$ cat src/sv/ophts_pkg.sv
// Shared types and constants for the old password hash tail solver.
package ophts_pkg;

  localparam int unsigned WordW  = 32;
  localparam int unsigned TargW  = 31;
  localparam int unsigned CharW  = 8;
  localparam int unsigned QuotW  = 8;

  localparam logic [WordW-1:0] InitFirst  = 32'h5030_5735;
  localparam logic [WordW-1:0] InitSecond = 32'h1234_5671;
  localparam logic [WordW-1:0] InitSum    = 32'd7;
  localparam logic [WordW-1:0] LowMask    = 32'h0000_003f;
  localparam logic [CharW-1:0] CharMinOk  = 8'd33;
  localparam logic [CharW-1:0] CharMaxOk  = 8'd126;

  typedef enum logic [1:0] {
    ACT_CLEAR  = 2'd0,
    ACT_APPEND = 2'd1,
    ACT_TEST   = 2'd2,
    ACT_NONE   = 2'd3
  } action_t;

  typedef enum logic [1:0] {
    REG_TARGET_FIRST  = 2'd0,
    REG_TARGET_SECOND = 2'd1
  } reg_index_t;

  typedef struct packed {
    logic             start;
    logic [TargW-1:0] dividend;
    logic [WordW-1:0] divisor;
  } div_req_t;

  typedef struct packed {
    logic             busy;
    logic             done;
    logic             exact;
    logic [QuotW-1:0] quotient;
  } div_status_t;

endpackage

$ cat src/sv/ophts_divider.sv
// Iterative restoring divider producing an eight-bit quotient, one bit per cycle.
module ophts_divider (
  input  logic                   clk,
  input  logic                   rst,
  input  ophts_pkg::div_req_t    req,
  output ophts_pkg::div_status_t status
);
  import ophts_pkg::*;

  localparam int unsigned CntW = $clog2(QuotW + 1);

  logic [WordW-1:0] rem;
  logic [WordW-1:0] divisor;
  logic [QuotW-1:0] low_bits;
  logic [QuotW-1:0] quot;
  logic [CntW-1:0]  count;
  logic             done;

  logic [WordW:0] trial;

  // The caller only starts a division whose quotient fits in eight bits,
  // so the upper dividend bits already sit below the divisor.
  assign trial = {rem, low_bits[QuotW-1]} - {1'b0, divisor};

  always_ff @(posedge clk) begin
    if (rst) begin
      count <= '0;
      done  <= 1'b0;
    end else begin
      done <= 1'b0;
      if (req.start) begin
        rem      <= {{(WordW - TargW + QuotW){1'b0}}, req.dividend[TargW-1:QuotW]};
        low_bits <= req.dividend[QuotW-1:0];
        divisor  <= req.divisor;
        quot     <= '0;
        count    <= CntW'(QuotW);
      end else if (count != '0) begin
        if (!trial[WordW]) begin
          rem <= trial[WordW-1:0];
        end else begin
          rem <= {rem[WordW-2:0], low_bits[QuotW-1]};
        end
        quot     <= {quot[QuotW-2:0], ~trial[WordW]};
        low_bits <= {low_bits[QuotW-2:0], 1'b0};
        count    <= count - 1'b1;
        if (count == CntW'(1)) begin
          done <= 1'b1;
        end
      end
    end
  end

  assign status.busy     = (count != '0);
  assign status.done     = done;
  assign status.exact    = (rem == '0);
  assign status.quotient = quot;

endmodule

$ cat src/sv/old_password_hash_tail_solver_top.sv
// Top level of the old password hash tail solver: hash state, sequencer and result register.
//
// Requests arrive on the s_ channel: s_tuser carries the action (clear the
// prefix state, append a prefix character, or test a candidate character)
// and s_tdata the character. Every request gives exactly one result on the
// m_ channel: m_tuser flags a match, m_tdata carries the two solved tail
// characters, both zero when there is no match.
// One request is worked on at a time and s_tready is high only while the
// sequencer is idle. A clear goes from idle straight to the done state, an
// append passes through the hash states, and a candidate test runs the hash
// arithmetic, window checks and then up to two divisions on the one shared
// bit-serial divider, the second of which runs only when the first succeeds.
// The sequencer returns to idle in the same cycle its result is registered.
// The result sits in an output register; if the receiver stalls, the
// sequencer waits with its finished result and takes no new request.
// The target words are written through the cfg_ port; the user must do so
// only while the block is idle, which the block itself does not enforce.
// A synchronous reset restores the initial hash state, clears the targets
// to zero and drops any pending result.
module old_password_hash_tail_solver_top (
  input  logic        clk,
  input  logic        rst,
  input  logic        s_tvalid,
  output logic        s_tready,
  input  logic [7:0]  s_tdata,   // [7:0] char_value
  input  logic [1:0]  s_tuser,   // [1:0] action
  output logic        m_tvalid,
  input  logic        m_tready,
  output logic [15:0] m_tdata,   // [7:0] second_char, [15:8] last_char
  output logic        m_tuser,   // [0] found_match
  input  logic        cfg_we,
  input  logic [1:0]  cfg_index,
  input  logic [30:0] cfg_data
);
  import ophts_pkg::*;

  typedef enum logic [3:0] {
    S_IDLE,
    S_HASH,
    S_S2,
    S_S3,
    S_PREP1,
    S_WIN1,
    S_DIV1,
    S_PREP2,
    S_WIN2,
    S_DIV2,
    S_DONE
  } state_t;

  state_t state;

  logic [TargW-1:0] target_first;
  logic [TargW-1:0] target_second;
  logic [WordW-1:0] first_state;
  logic [WordW-1:0] second_state;
  logic [WordW-1:0] char_sum;

  action_t          action;
  logic [CharW-1:0] ch;
  logic [WordW-1:0] s1;
  logic [WordW-1:0] s2;
  logic [WordW-1:0] s3;
  logic [WordW-1:0] work_div;
  logic [TargW-1:0] work_diff;
  logic [QuotW-1:0] d_char;

  logic             res_found;
  logic [CharW-1:0] res_second;
  logic [CharW-1:0] res_last;
  logic             out_found;
  logic [CharW-1:0] out_second;
  logic [CharW-1:0] out_last;

  div_req_t    div_req;
  div_status_t div_status;

  logic [WordW-1:0] mult;
  logic [WordW-1:0] s1_calc;
  logic [WordW-1:0] s2_calc;
  logic [WordW-1:0] s3_calc;
  logic [WordW-1:0] div1_calc;
  logic [WordW-1:0] diff1_calc;
  logic [WordW-1:0] div2_calc;
  logic [WordW-1:0] diff2_calc;
  logic [WordW-1:0] diff_ext;
  logic             window_ok;
  logic             chars_ok;

  assign mult      = (first_state & LowMask) + char_sum;
  assign s1_calc   = first_state ^ (mult * {{(WordW - CharW){1'b0}}, ch}
                                    + {first_state[WordW-9:0], 8'h00});
  assign s2_calc   = second_state + ({second_state[WordW-9:0], 8'h00} ^ s1);
  assign s3_calc   = ({{(WordW - TargW){1'b0}}, target_second} - s2)
                     ^ {s2[WordW-9:0], 8'h00};
  assign div1_calc = (s1 & LowMask) + char_sum + {{(WordW - CharW){1'b0}}, ch};
  assign diff1_calc = (s3 ^ s1) - {s1[WordW-9:0], 8'h00};
  assign div2_calc = (s3 & LowMask) + char_sum + {{(WordW - CharW){1'b0}}, ch}
                     + {{(WordW - QuotW){1'b0}}, d_char};
  assign diff2_calc = ({{(WordW - TargW){1'b0}}, target_first} ^ s3)
                      - {s3[WordW-9:0], 8'h00};

  // Window tests bound the quotient to below 256, which the divider relies on.
  assign diff_ext  = {{(WordW - TargW){1'b0}}, work_diff};
  assign window_ok = (work_div != '0) && ((diff_ext >> 7) <= work_div)
                     && ((diff_ext >> 5) >= work_div);
  assign chars_ok  = (d_char >= CharMinOk) && (d_char <= CharMaxOk)
                     && (div_status.quotient >= CharMinOk)
                     && (div_status.quotient <= CharMaxOk);

  assign div_req.start    = ((state == S_WIN1) || (state == S_WIN2)) && window_ok;
  assign div_req.dividend = work_diff;
  assign div_req.divisor  = work_div;

  ophts_divider u_divider (
    .clk    (clk),
    .rst    (rst),
    .req    (div_req),
    .status (div_status)
  );

  assign s_tready = (state == S_IDLE);
  assign m_tdata  = {out_last, out_second};
  assign m_tuser  = out_found;

  always_ff @(posedge clk) begin
    if (rst) begin
      state         <= S_IDLE;
      m_tvalid      <= 1'b0;
      target_first  <= '0;
      target_second <= '0;
      first_state   <= InitFirst;
      second_state  <= InitSecond;
      char_sum      <= InitSum;
    end else begin
      if (cfg_we) begin
        case (cfg_index)
          REG_TARGET_FIRST:  target_first  <= cfg_data;
          REG_TARGET_SECOND: target_second <= cfg_data;
          default: ;
        endcase
      end

      // In the done state the output register is reloaded instead.
      if (m_tvalid && m_tready && (state != S_DONE)) begin
        m_tvalid <= 1'b0;
      end

      case (state)
        S_IDLE: begin
          if (s_tvalid) begin
            action     <= action_t'(s_tuser);
            ch         <= s_tdata;
            res_found  <= 1'b0;
            res_second <= '0;
            res_last   <= '0;
            case (action_t'(s_tuser))
              ACT_CLEAR: begin
                first_state  <= InitFirst;
                second_state <= InitSecond;
                char_sum     <= InitSum;
                state        <= S_DONE;
              end
              ACT_APPEND, ACT_TEST: state <= S_HASH;
              default: state <= S_DONE;
            endcase
          end
        end
        S_HASH: begin
          s1    <= s1_calc;
          state <= S_S2;
        end
        S_S2: begin
          if (action == ACT_APPEND) begin
            first_state  <= s1;
            second_state <= s2_calc;
            char_sum     <= char_sum + {{(WordW - CharW){1'b0}}, ch};
            state        <= S_DONE;
          end else begin
            s2    <= s2_calc;
            state <= S_S3;
          end
        end
        S_S3: begin
          s3    <= s3_calc;
          state <= S_PREP1;
        end
        S_PREP1: begin
          work_div  <= div1_calc;
          work_diff <= diff1_calc[TargW-1:0];
          state     <= S_WIN1;
        end
        S_WIN1: begin
          state <= window_ok ? S_DIV1 : S_DONE;
        end
        S_DIV1: begin
          if (div_status.done) begin
            d_char <= div_status.quotient;
            state  <= div_status.exact ? S_PREP2 : S_DONE;
          end
        end
        S_PREP2: begin
          work_div  <= div2_calc;
          work_diff <= diff2_calc[TargW-1:0];
          state     <= S_WIN2;
        end
        S_WIN2: begin
          state <= window_ok ? S_DIV2 : S_DONE;
        end
        S_DIV2: begin
          if (div_status.done) begin
            if (div_status.exact && chars_ok) begin
              res_found  <= 1'b1;
              res_second <= d_char;
              res_last   <= div_status.quotient;
            end
            state <= S_DONE;
          end
        end
        S_DONE: begin
          if (!m_tvalid || m_tready) begin
            m_tvalid   <= 1'b1;
            out_found  <= res_found;
            out_second <= res_second;
            out_last   <= res_last;
            state      <= S_IDLE;
          end
        end
        default: state <= S_IDLE;
      endcase
    end
  end

  // A reported match always carries printable characters.
  assert property (@(posedge clk) disable iff (rst)
    (m_tvalid && m_tuser) |-> (m_tdata[7:0] >= CharMinOk && m_tdata[7:0] <= CharMaxOk
                               && m_tdata[15:8] >= CharMinOk && m_tdata[15:8] <= CharMaxOk))
    else $error("match reported with a character outside the printable range");

  // Without a match both character fields are zero.
  assert property (@(posedge clk) disable iff (rst)
    (m_tvalid && !m_tuser) |-> (m_tdata == '0))
    else $error("non-match result carries character data");

  // The divider is never busy while a new request may be accepted.
  assert property (@(posedge clk) disable iff (rst)
    s_tready |-> !div_status.busy)
    else $error("divider busy while the sequencer is idle");

  // A division finishes only while the sequencer waits for it.
  assert property (@(posedge clk) disable iff (rst)
    div_status.done |-> (state == S_DIV1 || state == S_DIV2))
    else $error("divider finished outside a division state");

  // Every division that is started reports its completion on the done flag.
  assert property (@(posedge clk) disable iff (rst)
    div_req.start |-> ##9 div_status.done)
    else $error("divider did not finish in the expected number of cycles");

endmodule
$ cat config.mk
export PLATFORM = sky130hd
export DESIGN_NAME = old_password_hash_tail_solver_top
export DESIGN_NICKNAME = d
export VERILOG_FILES = /design/src/sv/ophts_pkg.sv /design/src/sv/ophts_divider.sv /design/src/sv/old_password_hash_tail_solver_top.sv
export SDC_FILE = /design/constraint.sdc
export NUM_CORES = 2
export LEC_CHECK = 0
export BUFFER_PORTS_ARGS = -buffer_cell sky130_fd_sc_hd__buf_2
export CAP_MARGIN = 10
export CORE_MARGIN = 5
export CORE_UTILIZATION = 35
export CTS_CLUSTER_DIAMETER = 80
export DETAILED_ROUTE_END_ITERATION = 10
export GPL_TIMING_DRIVEN = 0
export MAX_ROUTING_LAYER = met4
export PLACE_DENSITY = 0.59
export SYNTH_ARGS = -nofsm -noshare
export SYNTH_HDL_FRONTEND = slang
export SYNTH_SLANG_ARGS = --single-unit
export TNS_END_PERCENT = 30
$ cat constraint.sdc
create_clock -name clk -period 11.31 [get_ports clk]
set_input_delay 1.6965 -clock clk [delete_from_list [all_inputs] [get_ports clk]]
set_output_delay 1.6965 -clock clk [all_outputs]
set_load 0.01 [all_outputs]
# Word-level counts from Yosys, hierarchy flattened
# Index checks and enable logic that the tools add are counted.
[word_totals]
reg_bits = 457
wordCells = 168
output_inout_bits = 19
[op_classes]
n_addsub = 14
n_lt_le_gt_ge = 6
reduce_logical = 39
mux = 47
eq_ne = 23
n_mul = 1
bitwise = 9
[ops]
columns = ["cell", "count"]
rows = [
  ["32-bit two-way mux", 11],
  ["32-bit one-hot mux with 2 select lines", 4],
  ["32-bit by 8-bit adder with 32-bit output", 4],
  ["6-bit by 32-bit adder with 32-bit output", 3],
  ["31-bit subtractor", 3],
  ["31-bit XOR", 3],
  ["32-bit adder", 2],
  ["8-bit two-way mux", 8],
  ["32-bit XOR", 2],
  ["31-bit one-hot mux with 2 select lines", 1],
  ["4-bit one-hot mux with 11 select lines", 1],
  ["4-bit two-way mux", 10],
  ["33-bit by 32-bit subtractor with 33-bit output", 1],
  ["26-bit by 32-bit greater-or-equal comparator with 1-bit output", 1],
  ["24-bit by 32-bit less-or-equal comparator with 1-bit output", 1],
  ["32-bit logical NOT", 1],
  ["32-bit by 8-bit multiplier with 32-bit output", 1],
  ["8-bit one-hot mux with 2 select lines", 2],
  ["32-bit nonzero test", 1],
  ["23-bit two-way mux", 1],
  ["4-bit by 3-bit == test with 1-bit output, second input constant", 4],
  ["8-bit by 6-bit greater-or-equal comparator with 1-bit output, second input constant", 2],
  ["8-bit by 7-bit less-or-equal comparator with 1-bit output, second input constant", 2],
  ["2-bit AND reduction", 7],
  ["other kinds (25)", 63],
]

# Logic depth before layout (Yosys ltp)
[depth]
word_depth = 8
mapped_depth = 28
ltp_nobuf = 28

# Modules after synthesis
# Synthesis repeated with hierarchy kept, for this count alone.
[hier_totals]
cells_unflattened = 3766
area_unflattened_um2 = 35352.7
[by_module_without_submodules]
columns = ["module", "cells_each", "area_per_inst_um2", "n_inst"]
rows = [
  ["old_password_hash_tail_solver_top", 3244, 30075.1, 1],
  ["ophts_divider", 522, 5277.6, 1],
]

# Worst setup path after synthesis
# OpenSTA, ideal clock, no wires.
[synth_timing]
path_type = "reg2reg"
from = "register char_sum[1]"
to = "register s1[30] (data pin)"
path_stages_with_launch = 26
path_buffers = 0
arrival_ns = 6.815
setup_ns = 0.257
synth_period_minus_slack_ns = 7.072
required_time_ns = 11.053
path_slack_ns = 4.238
cell_sequence = "dfxtp_1 > ha_1 > a21o_1 > a21o_1 > a2111oi_4 > nor2_1 > nand2_1 > xor2_1 > nor2b_1 > fa_1 > fa_1 > fa_1 > inv_1 > fa_1 > inv_1 > ha_1 > o21a_1 > o21ai_0 > a211oi_1 > a221o_1 > a31o_2 > a211o_1 > a21o_1 > a21o_1 > a221o_1 > xor2_1"
[synth_between]
elab_chain_len = 4
[synth_rtl]
columns = ["element", "line_no", "rtl"]
rows = [
  ["start: declaration", "old_password_hash_tail_solver_top.sv:57", "logic [WordW-1:0] char_sum;"],
  ["start signal: assignment", "old_password_hash_tail_solver_top.sv:134", "char_sum <= InitSum;"],
  ["start signal: assignment", "old_password_hash_tail_solver_top.sv:161", "char_sum <= InitSum;"],
  ["start signal: assignment", "old_password_hash_tail_solver_top.sv:177", "char_sum <= char_sum + {{(WordW - CharW){1'b0}}, ch};"],
  ["6-bit by 32-bit adder with 32-bit output", "old_password_hash_tail_solver_top.sv:90", "assign mult = (first_state & LowMask) + char_sum;"],
  ["32-bit by 8-bit multiplier with 32-bit output", "old_password_hash_tail_solver_top.sv:91", "assign s1_calc = first_state ^ (mult * {{(WordW - CharW){1'b0}}, ch}"],
  ["32-bit adder", "old_password_hash_tail_solver_top.sv:92", "+ {first_state[WordW-9:0], 8'h00});"],
  ["32-bit XOR", "old_password_hash_tail_solver_top.sv:91", ""],
  ["net s1_calc[30]", "old_password_hash_tail_solver_top.sv:79", "logic [WordW-1:0] s1_calc;"],
  ["end signal: assignment", "old_password_hash_tail_solver_top.sv:170", "s1 <= s1_calc;"],
  ["end: declaration", "old_password_hash_tail_solver_top.sv:61", "logic [WordW-1:0] s1;"],
]
# The timed path passes the listed nets, and every way through them passes these cells.
# A chain may end at the register's enable or synchronous reset.

# Worst setup path after layout
# Same ends and word-level chain as after synthesis.

==> metrics.md <==
| Metric | Value |
|---|---|
| Outcome | `completed` |
| Gr ovfl total | `0` |
| Flop2flop setup slack | `2.94 ns` |
| Hold Vio Cnt, Final | `0` |
| Synthesized flop and latch total | `454` |
| Chip width | `327 um` |
| FP Rows | `116` |
| Worst-margin pin slew | `1.16 ns` |
| Startpoint Class | `flop` |
| Sequential power share | `0.272` |
| FF-to-FF End | `s1[30]` |
| Detailed Routing Iterations Pass 1 | `5` |
| H-Tree Depth | `2` |
| Via count | `27100` |
| Initial antenna violation count | `3` |
| Crit Path Max Fanout | `8` |
| Root Driver | `clkbuf_16` |
| CP max-delay cell | `xor2_1` |
| Bufs and invs on worst path | `2` |
| First-pass GRT wire length | `158000 um` |
| Fin. max-slew vios | `0` |
| Sequential share of the synthesized area | `0.340` |
| Share of layout cells above drive strength 1 | `0.0572` |
| Synth-to-Final Area Change | `11.5%` |
| Leak | `16.8 nW` |
| Clk pin slew, worst setup/hold paths | `0.06 ns` |
| Largest net degree at the start of global routing | `45` |
| Xor and xnor fraction of the mapped netlist area | `0.0920` |
| Compound-Gate Fraction of Synth Area | `0.129` |
| Internal | `5.34 mW` |
| Routed Wire Length | `103000 um` |
| Hold-fix buffers, CTS | `0` |
| Final WS setup | `2.94 ns` |
| Peak VDD IR | `0.282 mV` |
| Fmax | `119 MHz` |
| Vias in the first global route | `26700` |
| Ys async rst share | `0` |
| DRC Markers | `0` |
| Hold endpoint | `out_second[5]` |
| Hold_sp | `res_second[5]` |
| Clk buf depth | `3` |
| Port Buf Inserts | `66` |
| RSZ-0062 raised after global routing | `no` |
| Crit Path Class | `flop to flop` |
| Cell family with most CP delay | `compound AO/OA/AOI/OAI gates` |
| Main combinational cell family by area after synthesis | `adder cells` |
| Sink Count | `454` |
| Die height | `327 um` |
| Main synth FF type | `edfxtp_1` |
| Post-CTS sizing | `0` |
| RR Startpoint | `char_sum[1]` |
| CP required | `11.63 ns` |
| Initial DRC Count | `2015` |
| Via density | `5.19` |
| Number of flops mapped to enable cells by yosys | `288` |
| Post-CTS Setup Inserts | `0` |
| Clock network fraction of total power | `0.198` |
| P_sw | `3.79 mW` |
| Relative slew margins | `0.220` |
| Synth Instances | `3732` |
| Hold Crit Depth | `0` |
| Final min period | `8.37 ns` |
| CTS tree | `done` |
| Ys Warns | `0` |
| Power Density | `232 nW/um^2` |
| Max cap viols | `0` |
| Mapped Avg Cell Area | `9.44 sq um` |
| Initial Util | `0.352` |
| Post-Syn Nets | `4249` |
| Critical Path End Type | `flop` |
| Logic pwr share | `0.530` |
| Hold Path Class | `flop to flop` |
| Sw Ratio | `0.415` |
| Core ar. | `100000 sq um` |
| Hpwl dp | `83600 um` |
| Post-synthesis mux area share | `0.0120` |
| Pre-CTS setup slack | `3.00 ns` |
| Synth Cell Area | `35200 sq um` |
| Reg2Reg Depth | `25` |
| GPL Wtd Cong | `0.925` |
| Fin crit share | `0.740` |
| Clk_skew | `0.0462 ns` |
| Post-Synth Adder-Cell Area | `0.209` |
| Worst path arrival time | `8.69 ns` |
| Critical Path Start | `char_sum[1]` |
| Nets | `4387` |
| Clk_lat worst skew | `0.61 ns` |
| Routed Antenna Nets | `0` |
| Setup TNS | `0 ns` |
| Die footprint | `107000 sq um` |
| Final setup fails | `0` |
| Synth unique cells | `84` |
| GRT Total Usage | `0.194` |
| CP max stage delay | `0.74 ns` |
| Post-Synth Simple-Gate Area | `0.160` |
| WL/cell | `19.8 um` |
| IO Count | `67` |
| Clock buffer count from CTS | `52` |
[layer usage]
layer,GRT usage,share of wire
met5,-,0
met4,0.0670,0.039
met3,0.0326,0.060
met2,0.307,0.46
met1,0.255,0.45
[cells by family (layout without fill, tap and decap cells)]
kind of cell | after synthesis | count (layout)
AND/OR/NAND/NOR | 1153 | 1153
buffers and inverters | 542 | 724
multiplexers | 42 | 42
adder cells (fa/ha/maj) | 469 | 469
flip-flops | 454 | 454
other | 0 | 1
AO/OA/AOI/OAI | 705 | 705
XOR/XNOR | 367 | 367
[state kept, by name, summed over array words and instances, names as in the netlist, 31 cells and up]
register and flops:
char_sum 32, u_divider.divisor 32, u_divider.rem 32, work_div 32
first_state 31, s1 31, s2 31, s3 31
second_state 31, target_first 31, target_second 31, work_diff 31
[worst reg2reg max path, cell delays in order (launching register included)]
cell and delay, ns:
dfxtp_1 0.59, ha_1 0.32, a21o_1 0.16, a21o_1 0.24, a2111oi_4 0.55, nor2_1 0.15, nand2_1 0.11, xor2_1 0.74
nor2b_1 0.15, fa_1 0.58, fa_1 0.48, fa_1 0.60, inv_1 0.07, fa_1 0.54, inv_1 0.05, ha_1 0.34
o21a_1 0.20, o21ai_0 0.23, a211oi_1 0.14, a221o_1 0.40, a31o_2 0.29, a211o_1 0.27, a21o_1 0.20, a21o_1 0.19
a221o_1 0.33, xor2_1 0.16
[power by group through the flow]
stage / clock network, mW / registers, mW / logic, mW
floorplan: 0 / 2.42 / 3.54
global placement: 0 / 2.53 / 4.70
detailed placement: 0 / 2.52 / 4.77
CTS: 1.84 / 2.48 / 4.80
global route: 1.91 / 2.50 / 5.36
finish: 1.81 / 2.48 / 4.84
[worst max path at each step]
stage               endpoint  cells after the start
floorplan             s1[30]                     25
global placement      s1[30]                     25
detailed placement    s1[30]                     25
CTS                   s1[30]                     26
global route          s1[30]                     25
finish                s1[30]                     25
[synthesized netlist by cell type, types with 33 or more instances]
master	instances	area [sq um]
ha_1	268	3350
a21o_1	103	773
a21oi_1	232	1160
nand3_1	79	395
nor2b_1	120	751
nor4_1	33	206
nor2_1	195	732
nor3_1	47	235
o21a_1	34	255
nand4_1	35	219
and2_1	97	607
mux2i_1	39	390
fa_1	201	4020
edfxtp_1	288	8650
inv_1	418	1570
o21ai_0	123	616
clkbuf_1	94	353
xor2_1	157	1380
nand2_1	411	1540
xnor2_1	208	1820
nand2b_1	57	357
dfxtp_1	166	3320
[final cells by class]
| type | count | area, sq um |
|---|---|---|
| Fill cell | 9914 | 60700 |
| Multi-Input combinational cell | 2736 | 21300 |
| Sequential cell | 454 | 12000 |
| Tap cell | 1298 | 1620 |
| Inverter | 418 | 1570 |
| Clock buffer | 67 | 1430 |
| Timing Repair Buffer | 84 | 523 |
| Buffer | 124 | 498 |
| Clock inverter | 31 | 419 |
| Antenna cell | 1 | 2.50 |
[stage by stage]
step / util / area (sq um) / instances / power, mW / hold slack, ns
floorplan: - / 35200 / 3732 / 5.96 / 0.400
global placement: 0.372 / 37200 / 5096 / 7.23 / 0.403
detailed placement: 0.374 / 37400 / 5111 / 7.28 / 0.405
CTS: 0.393 / 39300 / 5209 / 9.12 / 0.418
global route: 0.393 / 39300 / 5213 / 9.77 / 0.431
finish: 0.393 / 39300 / 5213 / 9.13 / 0.419
[cell usage in the layout (no fill, tap or decap), types with 54 or more instances in the layout]
cell,count
a21oi_1,232
dfxtp_1,166
fa_1,201
nand2_1,411
nor2_1,193
inv_1,418
o21ai_0,123
edfxtp_1,288
xor2_1,157
and2_1,97
a21o_1,103
clkbuf_16,54
xnor2_1,208
nand3_1,79
nand2b_1,57
clkbuf_1,104
nor2b_1,120
ha_1,268
buf_2,83
(Power assumes the default switching activity.)
